## src/rtl/plk_ram.sv

```systemverilog
// Generic single-clock RAM with one write port and one registered read port.
// No dependencies.
module plk_ram #(
  parameter int WIDTH = 8,
  parameter int DEPTH = 16
) (
  input  logic                     clk,
  input  logic                     we,
  input  logic [$clog2(DEPTH)-1:0] waddr,
  input  logic [WIDTH-1:0]         wdata,
  input  logic [$clog2(DEPTH)-1:0] raddr,
  output logic [WIDTH-1:0]         rdata
);

  logic [WIDTH-1:0] mem [DEPTH];

  always_ff @(posedge clk) begin
    if (we) begin
      mem[waddr] <= wdata;
    end
    rdata <= mem[raddr];
  end

endmodule

```

## config.mk

```make
export PLATFORM = sky130hd
export DESIGN_NAME = plk_ram
export DESIGN_NICKNAME = d
export VERILOG_FILES = /design/src/rtl/plk_ram.sv
export SDC_FILE = /design/constraint.sdc
export NUM_CORES = 1
export LEC_CHECK = 0
export BUFFER_PORTS_ARGS = -buffer_cell sky130_fd_sc_hd__buf_2
export CORE_ASPECT_RATIO = 0.75
export CORE_MARGIN = 4
export CORE_UTILIZATION = 55
export DETAILED_ROUTE_END_ITERATION = 8
export GPL_ROUTABILITY_DRIVEN = 1
export PLACE_DENSITY = 0.8
export SYNTH_ARGS = -nofsm -noshare
export SYNTH_HDL_FRONTEND = slang
export SYNTH_SLANG_ARGS = --single-unit
```

## constraint.sdc

```tcl
create_clock -name clk -period 5.3 [get_ports clk]
set_input_delay 0.795 -clock clk [delete_from_list [all_inputs] [get_ports clk]]
set_output_delay 0.795 -clock clk [all_outputs]
set_load 0.02 [all_outputs]
```

; ---- Word level (Yosys, flattened, before mapping)
; Memory sizes are Yosys's and may differ from the RTL's. A register that Yosys moved wholly into a read port is not among the register bits.
; Index checks and enable logic that the tools add are counted.
[word_totals]
in_bits = 18
n_memories = 1
word_cells = 3
ram_bits = 128
out_inout_bits = 8
register_bits = 0
[classes]
muxes = 2
[mem_list]
columns = name, words, width, rd, rd_ports_with_merged_regs, write_ports, line
row1 = mem, 16, 8, 1, 1, 1, 15  ; logic [WIDTH-1:0] mem [DEPTH];
[op_table]
columns = op, count
row1 = 1-bit 2-to-1 mux, 2

; ---- Longest topological paths before layout
; Gate-level depths: netlist of the first run.
[logic_depth]
word_depth = 2
depth_mapped = 5
ltp_nobuf = 3

; ---- Worst setup path before layout of the first run
; No wires, ideal clock.
[synth_timing]
path_type = input-to-reg
from = input port waddr[2]
to = memory mem[0][0] (enable)
arrival_time_ps = 1905
cell_stages = 2
setup_time_ps = 383
path_slack_ps = 3012
t_required_ps = 4917
path_buffers = 0
path_cell_list = or3b_2 -> nor3_1
[synth_lines]
columns = item, line
row1 = "start, declared", 9  ; input logic [$clog2(DEPTH)-1:0] waddr,
row2 = "end, declared", 15
; Straight into the memory's write port.

==> report_table.html, run 1 <==
<table>
<tr><th>Metric</th><th>Value</th></tr>
<tr><th colspan="2">Routing</th></tr>
<tr><td>Number of nets with antenna violations after detailed routing</td><td>0</td></tr>
<tr><td>Via Count</td><td>2,419</td></tr>
<tr><td>Length of routed met3 wiring</td><td>709 um</td></tr>
<tr><td>Iteration count of the initial detailed-routing pass</td><td>4</td></tr>
<tr><td>Highest metal layer used by the detailed router</td><td>met5</td></tr>
<tr><td>Total wire length after detailed routing</td><td>9.635 mm</td></tr>
<tr><td>Met1 routed wirelength after detailed routing</td><td>4.126 mm</td></tr>
<tr><td>Routed WL per cell</td><td>23.62 um</td></tr>
<tr><td>DRC</td><td>0</td></tr>
<tr><td>Routed wl met2</td><td>4.730 mm</td></tr>
<tr><td>Drt first-iter violations</td><td>427</td></tr>
<tr><td>Mean number of vias per cell</td><td>5.929</td></tr>
<tr><th colspan="2">Critical path</th></tr>
<tr><td>CP max stage delay</td><td>0.75 ns</td></tr>
<tr><td>Depth of the worst register-to-register path</td><td>3</td></tr>
<tr><td>Startpoint kind of the worst setup timing path</td><td>input pin</td></tr>
<tr><td>Critical path's slowest cell</td><td>sky130_fd_sc_hd__buf_2</td></tr>
<tr><td>Kind of critical path</td><td>input pin to flip-flop</td></tr>
<tr><td>Setup crit end kind</td><td>flip-flop</td></tr>
<tr><td>Crit Path Max Fanout</td><td>32</td></tr>
<tr><td>Data required time at the worst endpoint</td><td>roughly 5.6 ns</td></tr>
<tr><td>Crit-path cells</td><td>buf_2 &gt; mux4_1 &gt; a22oi_1 &gt; nand2_1</td></tr>
<tr><td>Data arrival time at the worst-slack endpoint</td><td>2.59 ns</td></tr>
<tr><th colspan="2">Min path</th></tr>
<tr><td>WHS Path Cells</td><td>3</td></tr>
<tr><td>Min-Delay Path Class</td><td>flip-flop to flip-flop</td></tr>
<tr><th colspan="2">Finish</th></tr>
<tr><td>FF/Latch Area</td><td>4004 sq um</td></tr>
<tr><td>Count of non-filler cells in the finished layout</td><td>408</td></tr>
<tr><td>Post-route cell area</td><td>approximately 6000 sq um</td></tr>
<tr><td>Number of fill cells in the layout</td><td>614</td></tr>
<tr><td>Fraction of layout cells with a size suffix above 1</td><td>0.2714</td></tr>
<tr><td>Area taken by multi-input logic gates</td><td>about 1100 sq um</td></tr>
<tr><td>Inserted Diodes</td><td>0</td></tr>
<tr><td>NumNets Final</td><td>285</td></tr>
<tr><td>Area growth from synthesis to layout</td><td>16.41%</td></tr>
<tr><th colspan="2">Status</th></tr>
<tr><td>Run status</td><td>complete, no violations</td></tr>
<tr><th colspan="2">Timing</th></tr>
<tr><td>TNS Setup</td><td>0 ns</td></tr>
<tr><td>Number of max-slew violations in the final report</td><td>0</td></tr>
<tr><td>Setup repair after global routing missed its margin</td><td>false</td></tr>
<tr><td>Peak clock frequency supported by timing</td><td>~430 MHz</td></tr>
<tr><td>Max transition margin</td><td>0.2808</td></tr>
<tr><td>Setup violators final</td><td>0</td></tr>
<tr><td>Slew @ Worst Pin</td><td>1.075 ns</td></tr>
<tr><td>Worst setup slack after layout</td><td>2.999 ns</td></tr>
<tr><td>Final critical delay including setup and external delays</td><td>between 2 and 2.5 ns</td></tr>
<tr><td>Count of endpoints failing hold in the final timing report</td><td>0</td></tr>
<tr><td>Final worst-path cycle share</td><td>0.4341</td></tr>
<tr><td>Worst Clk Skew</td><td>0.01314 ns</td></tr>
<tr><th colspan="2">Clock tree</th></tr>
<tr><td>CTS Buf Count</td><td>17</td></tr>
<tr><td>Number of buffers added to fix hold violations after cts</td><td>0</td></tr>
<tr><td>CTS clock-pin slew for the worst setup and hold paths</td><td>0.05 ns</td></tr>
<tr><td>Maximum clock path buffer count</td><td>2</td></tr>
<tr><td>Later-pin clock latency in the skew report</td><td>0.42 ns</td></tr>
<tr><td>TritonCTS clock tree</td><td>yes</td></tr>
<tr><td>Count of clock tree sinks</td><td>136</td></tr>
<tr><td>H-tree depth</td><td>4</td></tr>
<tr><td>Number of post-CTS setup repair buffers</td><td>0</td></tr>
<tr><td>Resize count post-CTS</td><td>0</td></tr>
<tr><td>Buffer type at the clock tree root</td><td>sky130_fd_sc_hd__clkbuf_16</td></tr>
<tr><th colspan="2">Pwr</th></tr>
<tr><td>Max rail drop VDD</td><td>around 0.38 mV</td></tr>
<tr><td>Power density over the cells</td><td>423.4 nW/um^2</td></tr>
<tr><td>Overall power after layout</td><td>2.537 mW</td></tr>
<tr><td>Static leakage</td><td>2.016 nW</td></tr>
<tr><th colspan="2">Die</th></tr>
<tr><td>Die Footprint</td><td>~11,000 sq um</td></tr>
<tr><td>I/O pin total</td><td>26</td></tr>
<tr><td>Core area</td><td>9084 sq um</td></tr>
<tr><td>Die span in x</td><td>119.7 um</td></tr>
<tr><td>Number of placement rows</td><td>30</td></tr>
<tr><td>Effective utilization at floorplan</td><td>0.5667</td></tr>
<tr><td>DIE HEIGHT</td><td>91.78 um</td></tr>
<tr><th colspan="2">GRT</th></tr>
<tr><td>Number of antenna violations at the first check in global routing</td><td>1</td></tr>
<tr><td>Maximum number of pins on one net before global-route repair</td><td>33</td></tr>
<tr><td>Via count of the first global-routing pass</td><td>between 2,000 and 2,500</td></tr>
<tr><td>Wire length of the first global-routing pass</td><td>14.61 mm</td></tr>
<tr><td>Overflow left after global routing</td><td>0</td></tr>
<tr><td>Overall fraction of global-route tracks in use</td><td>0.1910</td></tr>
<tr><th colspan="2">Place</th></tr>
<tr><td>RD Place Congestion</td><td>0.7041</td></tr>
<tr><td>Detailed-placement wirelength estimate</td><td>5.903 mm</td></tr>
<tr><td># port buffers</td><td>25</td></tr>
<tr><td>Worst slack, placed</td><td>2.448 ns</td></tr>
<tr><td>Post-DP Area</td><td>5369 sq um</td></tr>
<tr><td>Cell count after placement</td><td>375</td></tr>
<tr><th colspan="2">Logic synthesis</th></tr>
<tr><td>Syn_area_per_cell</td><td>22.48 sq um</td></tr>
<tr><td>Net count after synthesis</td><td>247</td></tr>
<tr><td>Sequential fraction of the synthesis area</td><td>0.7778</td></tr>
<tr><td>Syn Inst Count</td><td>229</td></tr>
<tr><td>Warnings, synthesis</td><td>0</td></tr>
<tr><td>Post-synthesis instance area</td><td>5147 sq um</td></tr>
<tr><td>Library cells used by synthesis</td><td>19</td></tr>
<tr><td>Flop and latch count out of synthesis</td><td>~140</td></tr>
<tr><th colspan="2">Job</th></tr>
<tr><td>Count of max-cap constraint violations</td><td>0</td></tr>
</table>
==> report_power, final <==
group | leakage [nW] | switching [mW] | total [mW] | internal, mW
logic | 0.491 | 0.0676 | 0.111 | 0.0433
clock network | 0.301 | 0.406 | 1.21 | 0.808
registers | 1.22 | 0.00870 | 1.21 | 1.20
total | 2.02 | 0.482 | 2.54 | 2.06
==> cells by family (layout without fill, tap and decap cells) <==
kind of cell / Yosys count / count (layout) / synth area share
buffers and inverters: 10 / 61 / 0.01677
AOI/OAI and AO/OA: 16 / 16 / 0.02334
muxes: 32 / 32 / 0.1502
and+or+nand+nor: 35 / 35 / 0.03184
DFF: 136 / 136 / 0.7778
==> cell usage after synthesis <==
| cell | count | area (sq um) |
|---|---|---|
| sky130_fd_sc_hd__a22oi_1 | 16 | 120.1 |
| sky130_fd_sc_hd__and2_1 | 1 | 6.260 |
| sky130_fd_sc_hd__and2b_1 | 1 | 7.510 |
| sky130_fd_sc_hd__buf_2 | 3 | 15.01 |
| sky130_fd_sc_hd__buf_4 | 1 | 7.510 |
| sky130_fd_sc_hd__buf_6 | 3 | 33.78 |
| sky130_fd_sc_hd__clkdlybuf4s25_2 | 3 | 30.03 |
| sky130_fd_sc_hd__dfxtp_1 | 8 | 160.2 |
| sky130_fd_sc_hd__edfxtp_1 | 128 | 3844 |
| sky130_fd_sc_hd__mux4_1 | 14 | 367.9 |
| sky130_fd_sc_hd__mux4_2 | 18 | 405.4 |
| sky130_fd_sc_hd__nand2_1 | 9 | 33.78 |
| sky130_fd_sc_hd__nand2b_1 | 2 | 12.51 |
| sky130_fd_sc_hd__nand3_1 | 1 | 5.000 |
| sky130_fd_sc_hd__nand3b_1 | 2 | 15.01 |
| sky130_fd_sc_hd__nor2_1 | 13 | 48.80 |
| sky130_fd_sc_hd__nor2b_1 | 1 | 6.260 |
| sky130_fd_sc_hd__nor3_1 | 4 | 20.02 |
| sky130_fd_sc_hd__or3b_2 | 1 | 8.760 |
==> worst paths after layout <==
path | end | start | slack (ns)
max reg2reg | rdata[5] | mem[3][5] | 3.96
min reg2reg | rdata[3] | mem[14][3] | 0.68
max | rdata[5] | raddr[0] | 3.00
min | rdata[3] | mem[14][3] | 0.68
==> state kept, by name, indices dropped and copies added, names as in the netlist <==
signal  count
mem       128
rdata       8
==> through the flow <==
step	util	hold slack, ns
3_5_place_dp	0.5910	0.6595
3_3_place_gp	0.5910	0.6508
4_1_cts	0.6588	0.6847
5_1_grt	0.6596	0.7095
2_1_floorplan	-	0.6293
6_report	0.6596	0.6806
==> layer usage <==
layer / vias to the layer above / global-route usage
met1: 1259 / 0.2765
met3: 11 / 0.06597
met2: 97 / 0.2824
li1: 1050 / -
met4: 2 / 0.04957
met5: - / 0
==> worst max-delay path: cells and delay by family <==
family / cells / cell delay (ns)
simple gates: 1 / 0.10
buf+inv: 1 / 0.75
mux: 1 / 0.65
compound gates: 1 / 0.27
==> area by class of cell <==
class,count,share of cell area
repair buffers,29,0.02589
clock inverters,9,0.02464
multi-input cells,83,0.1764
well taps,128,0.02673
clock buffers,23,0.07810
flip-flops and latches,136,0.6682
==> layout by cell type, fill, tap and decap left out <==
cell	instances
sky130_fd_sc_hd__a22oi_1	16
sky130_fd_sc_hd__and2_1	1
sky130_fd_sc_hd__and2b_1	1
sky130_fd_sc_hd__buf_2	25
sky130_fd_sc_hd__buf_4	3
sky130_fd_sc_hd__bufinv_16	4
sky130_fd_sc_hd__clkbuf_1	4
sky130_fd_sc_hd__clkbuf_16	17
sky130_fd_sc_hd__clkbuf_4	1
sky130_fd_sc_hd__clkbuf_8	2
sky130_fd_sc_hd__clkinv_2	4
sky130_fd_sc_hd__clkinvlp_4	1
sky130_fd_sc_hd__dfxtp_1	8
sky130_fd_sc_hd__edfxtp_1	128
sky130_fd_sc_hd__mux4_1	14
sky130_fd_sc_hd__mux4_2	18
sky130_fd_sc_hd__nand2_1	9
sky130_fd_sc_hd__nand2b_1	2
sky130_fd_sc_hd__nand3_1	1
sky130_fd_sc_hd__nand3b_1	2
sky130_fd_sc_hd__nor2_1	13
sky130_fd_sc_hd__nor2b_1	1
sky130_fd_sc_hd__nor3_1	4
sky130_fd_sc_hd__or3b_2	1
Power figures use the tool's default switching activity.
==> inputs of run 2 (changes only) <==
--- a/config.mk
+++ b/config.mk
@@ -8,10 +8,10 @@
 export BUFFER_PORTS_ARGS = -buffer_cell sky130_fd_sc_hd__buf_2
 export CORE_ASPECT_RATIO = 0.75
 export CORE_MARGIN = 4
-export CORE_UTILIZATION = 55
+export CORE_UTILIZATION = 54
 export DETAILED_ROUTE_END_ITERATION = 8
 export GPL_ROUTABILITY_DRIVEN = 1
-export PLACE_DENSITY = 0.8
+export PLACE_DENSITY = 0.81
 export SYNTH_ARGS = -nofsm -noshare
 export SYNTH_HDL_FRONTEND = slang
 export SYNTH_SLANG_ARGS = --single-unit
==> constraint.sdc (replaced) <==
create_clock -name clk -period 2 [get_ports clk]
set_input_delay 0.3 -clock clk [delete_from_list [all_inputs] [get_ports clk]]
set_output_delay 0.3 -clock clk [all_outputs]
set_load 0.02 [all_outputs]
==> run 2 against run 1 <==
First-iteration DRC count fell by 27%. Sequential share of layout area is 1.6 points lower. Sequential cell count unchanged. Via count rose by 1.9%. Clock power grew to 2.6 times the previous value. Worst setup slack worse by 2.4 ns. Register-to-register slack lost 3.3 ns. Sequential power grew to 2.7 times the previous value. Critical path depth grew 1. Highest routed layer unchanged.
==> report_table.html, run 2 (synthesized netlist as in run 1, its figures left out) <==
<table>
<tr><th>Metric</th><th>Value</th></tr>
<tr><th colspan="2">Critical path</th></tr>
<tr><td>Data required time at the worst endpoint</td><td>2.29 ns (was 5.59 ns)</td></tr>
<tr><td>Startpoint kind of the worst setup timing path</td><td>input pin (unchanged)</td></tr>
<tr><td>Crit Path Max Fanout</td><td>20 (was 32)</td></tr>
<tr><td>Setup crit end kind</td><td>flip-flop (unchanged)</td></tr>
<tr><td>Kind of critical path</td><td>input pin to flip-flop (unchanged)</td></tr>
<tr><td>Data arrival time at the worst-slack endpoint</td><td>1.68 ns (was 2.59 ns)</td></tr>
<tr><th colspan="2">Finish</th></tr>
<tr><td>Number of fill cells in the layout</td><td>608 (was 614)</td></tr>
<tr><td>Largest registers ranked by flip-flop count</td><td>mem: 128 flops, rdata: 8 flops (unchanged)</td></tr>
<tr><td>Most frequent standard cell in the layout excluding fill and tap cells</td><td>sky130_fd_sc_hd__edfxtp_1 (unchanged)</td></tr>
<tr><td>Inserted Diodes</td><td>0 (unchanged)</td></tr>
<tr><td>Most frequent cells in the layout</td><td>sky130_fd_sc_hd__edfxtp_1, sky130_fd_sc_hd__buf_2, sky130_fd_sc_hd__buf_4 (was sky130_fd_sc_hd__edfxtp_1, sky130_fd_sc_hd__buf_2, sky130_fd_sc_hd__mux4_2)</td></tr>
<tr><td>Area growth from synthesis to layout</td><td>19.30% (was 16.41%)</td></tr>
<tr><td>Area taken by multi-input logic gates</td><td>1057 sq um (unchanged)</td></tr>
<tr><td>FF/Latch Area</td><td>4004 sq um (unchanged)</td></tr>
<tr><td>Fraction of layout cells with a size suffix above 1</td><td>0.3177 (was 0.2714)</td></tr>
<tr><td>NumNets Final</td><td>304 (was 285)</td></tr>
<tr><td>Register with the most flip-flops</td><td>mem (unchanged)</td></tr>
<tr><td>Largest register FFs</td><td>128 (unchanged)</td></tr>
<tr><th colspan="2">Routing</th></tr>
<tr><td>Drt first-iter violations</td><td>310 (was 427)</td></tr>
<tr><td>Iteration count of the initial detailed-routing pass</td><td>4 (unchanged)</td></tr>
<tr><td>Number of nets with antenna violations after detailed routing</td><td>0 (unchanged)</td></tr>
<tr><td>DRC</td><td>0 (unchanged)</td></tr>
<tr><td>Mean number of vias per cell</td><td>5.775 (was 5.929)</td></tr>
<tr><td>Via Count</td><td>2,466 (was 2,419)</td></tr>
<tr><td>Total wire length after detailed routing</td><td>9.536 mm (was 9.635 mm)</td></tr>
<tr><td>Routed WL per cell</td><td>22.33 um (was 23.62 um)</td></tr>
<tr><th colspan="2">Place</th></tr>
<tr><td>RD Place Congestion</td><td>0.7440 (was 0.7041)</td></tr>
<tr><td>Detailed-placement wirelength estimate</td><td>6.269 mm (was 5.903 mm)</td></tr>
<tr><td># port buffers</td><td>25 (unchanged)</td></tr>
<tr><th colspan="2">Status</th></tr>
<tr><td>Run status</td><td>complete, no violations (unchanged)</td></tr>
<tr><th colspan="2">Timing</th></tr>
<tr><td>Setup violators final</td><td>0 (unchanged)</td></tr>
<tr><td>Final worst-path cycle share</td><td>0.6938</td></tr>
<tr><td>Peak clock frequency supported by timing</td><td>720.6 MHz</td></tr>
<tr><td>Setup repair after global routing missed its margin</td><td>false (unchanged)</td></tr>
<tr><td>Worst-case hold slack</td><td>0.2758 ns (was 0.6806 ns)</td></tr>
<tr><td>Slew @ Worst Pin</td><td>0.4017 ns (was 1.075 ns)</td></tr>
<tr><td>Count of endpoints failing hold in the final timing report</td><td>0 (unchanged)</td></tr>
<tr><td>Worst Clk Skew</td><td>0.006956 ns (was 0.01314 ns)</td></tr>
<tr><td>Final critical delay including setup and external delays</td><td>1.388 ns</td></tr>
<tr><td>Number of max-slew violations in the final report</td><td>0 (unchanged)</td></tr>
<tr><td>Max transition margin</td><td>0.7322 (was 0.2808)</td></tr>
<tr><td>TNS Setup</td><td>0 ns (unchanged)</td></tr>
<tr><th colspan="2">GRT</th></tr>
<tr><td>Maximum number of pins on one net before global-route repair</td><td>21 (was 33)</td></tr>
<tr><td>Wire length of the first global-routing pass</td><td>14.81 mm (was 14.61 mm)</td></tr>
<tr><td>Number of antenna violations at the first check in global routing</td><td>1 (unchanged)</td></tr>
<tr><td>Overflow left after global routing</td><td>0 (unchanged)</td></tr>
<tr><td>Via count of the first global-routing pass</td><td>2,528 (was 2,443)</td></tr>
<tr><td>Overall fraction of global-route tracks in use</td><td>0.1891 (was 0.1910)</td></tr>
<tr><th colspan="2">Clock tree</th></tr>
<tr><td>CTS Buf Count</td><td>17 (unchanged)</td></tr>
<tr><td>TritonCTS clock tree</td><td>yes (unchanged)</td></tr>
<tr><td>Buffer type at the clock tree root</td><td>sky130_fd_sc_hd__clkbuf_16 (unchanged)</td></tr>
<tr><td>Number of buffers added to fix hold violations after cts</td><td>0 (unchanged)</td></tr>
<tr><td>Maximum clock path buffer count</td><td>2 (unchanged)</td></tr>
<tr><td>Count of clock tree sinks</td><td>136 (unchanged)</td></tr>
<tr><td>Resize count post-CTS</td><td>0 (unchanged)</td></tr>
<tr><td>Number of post-CTS setup repair buffers</td><td>0 (unchanged)</td></tr>
<tr><td>CTS clock-pin slew for the worst setup and hold paths</td><td>0.05 ns (about the same)</td></tr>
<tr><td>H-tree depth</td><td>4 (unchanged)</td></tr>
<tr><td>Later-pin clock latency in the skew report</td><td>0.41 ns (was 0.42 ns)</td></tr>
<tr><th colspan="2">Die</th></tr>
<tr><td>Core area</td><td>9159 sq um (was 9084 sq um)</td></tr>
<tr><td>Effective utilization at floorplan</td><td>0.5620 (was 0.5667)</td></tr>
<tr><td>I/O pin total</td><td>26 (unchanged)</td></tr>
<tr><td>Die span in x</td><td>120.7 um (was 119.7 um)</td></tr>
<tr><td>DIE HEIGHT</td><td>92.56 um (was 91.78 um)</td></tr>
<tr><td>Die Footprint</td><td>11,170 sq um (was 10,990 sq um)</td></tr>
<tr><td>Number of placement rows</td><td>30 (unchanged)</td></tr>
<tr><th colspan="2">Pwr</th></tr>
<tr><td>Power density over the cells</td><td>1085 nW/um^2 (was 423.4 nW/um^2)</td></tr>
<tr><td>Static leakage</td><td>2.121 nW (was 2.016 nW)</td></tr>
<tr><td>Max rail drop VDD</td><td>0.9114 mV (was 0.3753 mV)</td></tr>
<tr><th colspan="2">Job</th></tr>
<tr><td>Count of max-cap constraint violations</td><td>0 (unchanged)</td></tr>
<tr><th colspan="2">Min path</th></tr>
<tr><td>Min-Delay Path Class</td><td>input pin to flip-flop (was flip-flop to flip-flop)</td></tr>
</table>
-- run 2: changes by cell type in the layout (fill, tap and decap cells not counted), sizes merged --
cell      before  now
bufinv         4    3
buf           28   48
clkinv         4    5
clkinvlp       1    0
-- run 2: layer usage --
layer,vias to the layer above,part of all wire,track usage
met5,-,0.00094,0
met4,2,0,0.05377
met3,2,0.081,0.07448
met2,101,0.48,0.2803
met1,1278,0.44,0.2639
li1,1083,-,-
-- run 2: final cells by class --
class,count,area share
Multi-Input combinational cell,83,0.1722
Clock buffer,24,0.08007
Timing Repair Buffer,48,0.05053
Clock inverter,8,0.01915
Tap cell,128,0.02608
Sequential cell,136,0.6520
-- run 2: worst paths after layout --
kind,to,cells past startpoint,slack [ns],start
worst max register to register,rdata[5],3,0.67,mem[1][5]
worst max-delay path,rdata[2],5,0.61,raddr[0]
worst min-delay path,mem[6][4],1,0.28,wdata[4]
worst min register to register,rdata[3],3,0.68,mem[14][3]
-- run 2: power by group --
part	internal [mW]	switching (mW)
combinational	0.131	0.180
sequential	3.19	0.0209
clock	2.08	1.06
-- run 2: metrics by stage --
| step | util | worst slack, ns | total power, mW | area (sq um) | std cells |
|---|---|---|---|---|---|
| floorplan | - | 0.2071 | 3.445 | 5147 | 229 |
| global placement | 0.6040 | 0.2076 | 3.567 | 5532 | 395 |
| detailed placement | 0.6040 | 0.2016 | 3.581 | 5532 | 395 |
| CTS | 0.6705 | 0.6058 | 6.730 | 6141 | 427 |
| global route | 0.6705 | 0.5016 | 6.904 | 6141 | 427 |
| finish | 0.6705 | 0.6124 | 6.665 | 6141 | 427 |
-- run 2: worst max-delay path: stages --
cell,delay (ns)
sky130_fd_sc_hd__buf_2,0.23
sky130_fd_sc_hd__buf_12,0.23
sky130_fd_sc_hd__mux4_1,0.56
sky130_fd_sc_hd__a22oi_1,0.26
sky130_fd_sc_hd__nand2_1,0.09
==> inputs of run 3 (changes only) <==
--- a/config.mk
+++ b/config.mk
@@ -8,10 +8,10 @@
 export BUFFER_PORTS_ARGS = -buffer_cell sky130_fd_sc_hd__buf_2
 export CORE_ASPECT_RATIO = 0.75
 export CORE_MARGIN = 4
-export CORE_UTILIZATION = 54
+export CORE_UTILIZATION = 55
 export DETAILED_ROUTE_END_ITERATION = 8
 export GPL_ROUTABILITY_DRIVEN = 1
-export PLACE_DENSITY = 0.81
+export PLACE_DENSITY = 0.8
 export SYNTH_ARGS = -nofsm -noshare
 export SYNTH_HDL_FRONTEND = slang
 export SYNTH_SLANG_ARGS = --single-unit
==> constraint.sdc (replaced) <==
create_clock -name clk -period 1.3 [get_ports clk]
set_input_delay 0.195 -clock clk [delete_from_list [all_inputs] [get_ports clk]]
set_output_delay 0.195 -clock clk [all_outputs]
set_load 0.02 [all_outputs]
==> run 3 against run 2 <==
Clock skew is essentially flat. Sequential power up 54%. Clock power is 40% higher. Worst setup slack got worse by 0.60 ns. Global-route usage grew 2.0 points. Critical endpoint unchanged. Largest power group unchanged.
==> report_table.html, run 3 (synthesized netlist as in run 1, its figures left out) <==
<table>
<tr><th>Metric</th><th>Value</th></tr>
<tr><th colspan="2">Timing</th></tr>
<tr><td>Final worst-path cycle share</td><td>0.9901</td></tr>
<tr><td>Worst Clk Skew</td><td>0.007341 ns (was 0.006956 ns)</td></tr>
<tr><td>Count of endpoints failing hold in the final timing report</td><td>0 (unchanged)</td></tr>
<tr><td>Final critical delay including setup and external delays</td><td>1.287 ns</td></tr>
<tr><td>Setup repair after global routing missed its margin</td><td>true (was false)</td></tr>
<tr><td>Worst setup slack after layout</td><td>0.01292 ns (was 0.6124 ns)</td></tr>
<tr><td>Worst-case hold slack</td><td>0.1739 ns (was 0.2758 ns)</td></tr>
<tr><td>Setup violators final</td><td>0 (unchanged)</td></tr>
<tr><td>Number of max-slew violations in the final report</td><td>0 (unchanged)</td></tr>
<tr><td>Slew @ Worst Pin</td><td>1.055 ns (was 0.4017 ns)</td></tr>
<tr><td>Peak clock frequency supported by timing</td><td>777.0 MHz</td></tr>
<tr><td>Max transition margin</td><td>0.2950 (was 0.7322)</td></tr>
<tr><th colspan="2">Finish</th></tr>
<tr><td>Inserted Diodes</td><td>0 (unchanged)</td></tr>
<tr><td>FF/Latch Area</td><td>4004 sq um (unchanged)</td></tr>
<tr><td>Area taken by multi-input logic gates</td><td>1126 sq um (was 1057 sq um)</td></tr>
<tr><td>Most frequent cells in the layout</td><td>sky130_fd_sc_hd__edfxtp_1, sky130_fd_sc_hd__buf_2, sky130_fd_sc_hd__mux4_2 (was sky130_fd_sc_hd__edfxtp_1, sky130_fd_sc_hd__buf_2, sky130_fd_sc_hd__buf_4)</td></tr>
<tr><td>Register with the most flip-flops</td><td>mem (unchanged)</td></tr>
<tr><td>Number of fill cells in the layout</td><td>586 (was 608)</td></tr>
<tr><td>Largest registers ranked by flip-flop count</td><td>mem: 128 flops, rdata: 8 flops (unchanged)</td></tr>
<tr><td>NumNets Final</td><td>305 (was 304)</td></tr>
<tr><td>Area growth from synthesis to layout</td><td>20.98% (was 19.30%)</td></tr>
<tr><td>Most frequent standard cell in the layout excluding fill and tap cells</td><td>sky130_fd_sc_hd__edfxtp_1 (unchanged)</td></tr>
<tr><td>Largest register FFs</td><td>128 (unchanged)</td></tr>
<tr><td>Fraction of layout cells with a size suffix above 1</td><td>0.3946 (was 0.3177)</td></tr>
<tr><th colspan="2">Pwr</th></tr>
<tr><td>Overall power after layout</td><td>9.909 mW (was 6.665 mW)</td></tr>
<tr><td>Gate power share</td><td>0.055 (was 0.047)</td></tr>
<tr><td>Net switching power</td><td>1.998 mW (was 1.262 mW)</td></tr>
<tr><td>Static leakage</td><td>2.096 nW (was 2.121 nW)</td></tr>
<tr><td>Switching power as a share of total power</td><td>0.2016 (was 0.1894)</td></tr>
<tr><td>Max rail drop VDD</td><td>0.8472 mV (was 0.9114 mV)</td></tr>
<tr><td>Power density over the cells</td><td>1591 nW/um^2 (was 1085 nW/um^2)</td></tr>
<tr><td>Clock share of power</td><td>0.447 (was 0.472)</td></tr>
<tr><td>Int Power</td><td>7.911 mW (was 5.403 mW)</td></tr>
<tr><td>Sequential share of power</td><td>0.499 (was 0.482)</td></tr>
<tr><th colspan="2">Place</th></tr>
<tr><td>Detailed-placement wirelength estimate</td><td>6.339 mm (was 6.269 mm)</td></tr>
<tr><td>Worst slack, placed</td><td>-0.3665 ns (was 0.2016 ns)</td></tr>
<tr><td>RD Place Congestion</td><td>0.7400 (was 0.7440)</td></tr>
<tr><td># port buffers</td><td>25 (unchanged)</td></tr>
<tr><th colspan="2">Die</th></tr>
<tr><td>I/O pin total</td><td>26 (unchanged)</td></tr>
<tr><td>Effective utilization at floorplan</td><td>0.5667 (was 0.5620)</td></tr>
<tr><td>Number of placement rows</td><td>30 (unchanged)</td></tr>
<tr><td>DIE HEIGHT</td><td>91.78 um (was 92.56 um)</td></tr>
<tr><td>Core area</td><td>9084 sq um (was 9159 sq um)</td></tr>
<tr><td>Die span in x</td><td>119.7 um (was 120.7 um)</td></tr>
<tr><td>Die Footprint</td><td>10,990 sq um (was 11,170 sq um)</td></tr>
<tr><th colspan="2">Critical path</th></tr>
<tr><td>Data required time at the worst endpoint</td><td>1.59 ns (was 2.29 ns)</td></tr>
<tr><td>Startpoint kind of the worst setup timing path</td><td>flip-flop (was input pin)</td></tr>
<tr><td>Data arrival time at the worst-slack endpoint</td><td>1.57 ns (was 1.68 ns)</td></tr>
<tr><td>Sum of buffers and inverters on the critical path</td><td>0 (was 2)</td></tr>
<tr><td>CP max stage delay</td><td>0.50 ns (was 0.56 ns)</td></tr>
<tr><td>Crit-path cells</td><td>mux4_2 &gt; a22oi_2 &gt; nand2_1 (was buf_2 &gt; buf_12 &gt; mux4_1 &gt; a22oi_1 &gt; nand2_1)</td></tr>
<tr><td>Critical path's slowest cell</td><td>sky130_fd_sc_hd__mux4_2 (was sky130_fd_sc_hd__mux4_1)</td></tr>
<tr><td>Setup crit end kind</td><td>flip-flop (unchanged)</td></tr>
<tr><td>Kind of critical path</td><td>flip-flop to flip-flop (was input pin to flip-flop)</td></tr>
<tr><td>Gate family responsible for the most delay along the worst path</td><td>multiplexers (unchanged)</td></tr>
<tr><td>Crit Path Max Fanout</td><td>1 (was 20)</td></tr>
<tr><th colspan="2">GRT</th></tr>
<tr><td>Overall fraction of global-route tracks in use</td><td>0.2087 (was 0.1891)</td></tr>
<tr><td>Number of antenna violations at the first check in global routing</td><td>2 (was 1)</td></tr>
<tr><td>Overflow left after global routing</td><td>0 (unchanged)</td></tr>
<tr><td>Maximum number of pins on one net before global-route repair</td><td>21 (unchanged)</td></tr>
<tr><td>Wire length of the first global-routing pass</td><td>15.96 mm (was 14.81 mm)</td></tr>
<tr><td>Via count of the first global-routing pass</td><td>2,615 (was 2,528)</td></tr>
<tr><th colspan="2">Status</th></tr>
<tr><td>Run status</td><td>complete, no violations (unchanged)</td></tr>
<tr><th colspan="2">Routing</th></tr>
<tr><td>Total wire length after detailed routing</td><td>10.42 mm (was 9.536 mm)</td></tr>
<tr><td>Drt first-iter violations</td><td>335 (was 310)</td></tr>
<tr><td>Number of nets with antenna violations after detailed routing</td><td>0 (unchanged)</td></tr>
<tr><td>Iteration count of the initial detailed-routing pass</td><td>4 (unchanged)</td></tr>
<tr><td>Via Count</td><td>2,486 (was 2,466)</td></tr>
<tr><td>Routed WL per cell</td><td>24.41 um (was 22.33 um)</td></tr>
<tr><td>Mean number of vias per cell</td><td>5.822 (was 5.775)</td></tr>
<tr><td>DRC</td><td>0 (unchanged)</td></tr>
<tr><th colspan="2">Clock tree</th></tr>
<tr><td>Later-pin clock latency in the skew report</td><td>0.41 ns (about the same)</td></tr>
<tr><td>TritonCTS clock tree</td><td>yes (unchanged)</td></tr>
<tr><td>Number of post-CTS setup repair buffers</td><td>0 (unchanged)</td></tr>
<tr><td>CTS clock-pin slew for the worst setup and hold paths</td><td>0.06 ns (was 0.05 ns)</td></tr>
<tr><td>CTS Buf Count</td><td>17 (unchanged)</td></tr>
<tr><td>H-tree depth</td><td>4 (unchanged)</td></tr>
<tr><td>Count of clock tree sinks</td><td>136 (unchanged)</td></tr>
<tr><td>Number of buffers added to fix hold violations after cts</td><td>0 (unchanged)</td></tr>
<tr><td>Maximum clock path buffer count</td><td>2 (unchanged)</td></tr>
<tr><td>Buffer type at the clock tree root</td><td>sky130_fd_sc_hd__clkbuf_16 (unchanged)</td></tr>
<tr><th colspan="2">Min path</th></tr>
<tr><td>Min-Delay Path Class</td><td>input pin to flip-flop (unchanged)</td></tr>
<tr><th colspan="2">Job</th></tr>
<tr><td>Count of max-cap constraint violations</td><td>0 (unchanged)</td></tr>
</table>
-- run 3: cell count changes in the layout (fill, tap and decap cells not counted), moves of 2 or more --
cell	before	now
sky130_fd_sc_hd__a22oi_1	16	5
sky130_fd_sc_hd__a22oi_2	0	11
sky130_fd_sc_hd__buf_12	1	7
sky130_fd_sc_hd__mux4_1	14	8
sky130_fd_sc_hd__mux4_2	18	24
sky130_fd_sc_hd__buf_4	22	17
sky130_fd_sc_hd__clkbuf_8	4	0
sky130_fd_sc_hd__nor3_1	4	0
sky130_fd_sc_hd__nor2_1	13	10
sky130_fd_sc_hd__nor2_2	0	3
sky130_fd_sc_hd__nor3_2	0	3
sky130_fd_sc_hd__clkinv_2	3	5
sky130_fd_sc_hd__clkinvlp_4	0	2
-- run 3: final timing paths --
| kind | to | slack [ns] | cells after the start | startpoint |
|---|---|---|---|---|
| min reg2reg | rdata[3] | 0.68 | 3 | mem[4][3] |
| max | rdata[2] | 0.01 | 3 | mem[11][2] |
| max reg2reg | rdata[2] | 0.01 | 3 | mem[11][2] |
| min | mem[8][7] | 0.17 | 1 | wdata[7] |
-- run 3: worst reg2reg max path: cells and delay by family (launching register included) --
family	cells	cell delay (ns)
mux	1	0.50
simple gates	1	0.08
compound gates	1	0.21
flops	1	0.37
-- run 3: power by group through the flow --
stage	Clock, mW	Combinational [mW]	Sequential [mW]
after floorplan	0	0.257	5.05
after global placement	0	0.495	5.02
after detailed placement	0	0.514	5.03
after CTS	4.49	0.537	4.94
after global routing	4.69	0.584	4.95
final	4.42	0.541	4.94
-- run 3: final cells by class --
cell class              count  share of cell area
clock buffers              20             0.07012
clock inverters            11             0.01728
repair buffers             49             0.06309
multi-input cells          83              0.1808
well taps                 128             0.02572
flip-flops and latches    136              0.6430
-- run 3: metal layers --
metal	share of wire	up-vias	track usage	wire, um
li1	-	1086	-	-
met5	0.0016	-	0	17
met4	0.016	4	0.07150	170
met2	0.49	97	0.3153	5060
met3	0.079	16	0.08200	827
met1	0.42	1283	0.2807	4346
-- run 3: stage by stage --
stage	instance area, sq um	instances	util	setup TNS, ns
6_report	6227	427	0.6855	0
3_5_place_dp	5650	396	0.6220	-5.612
5_1_grt	6227	427	0.6855	-0.1680
4_1_cts	6210	427	0.6836	0
2_1_floorplan	5191	229	-	-0.2129
3_3_place_gp	5650	396	0.6220	-3.401
-- run 3: timing repair --
item | in CTS | in global routing
cloned | 0 | 0
pin swaps | 4 | 1
gates resized for setup | 10 | 7
setup endpoints to repair | 6 | 7
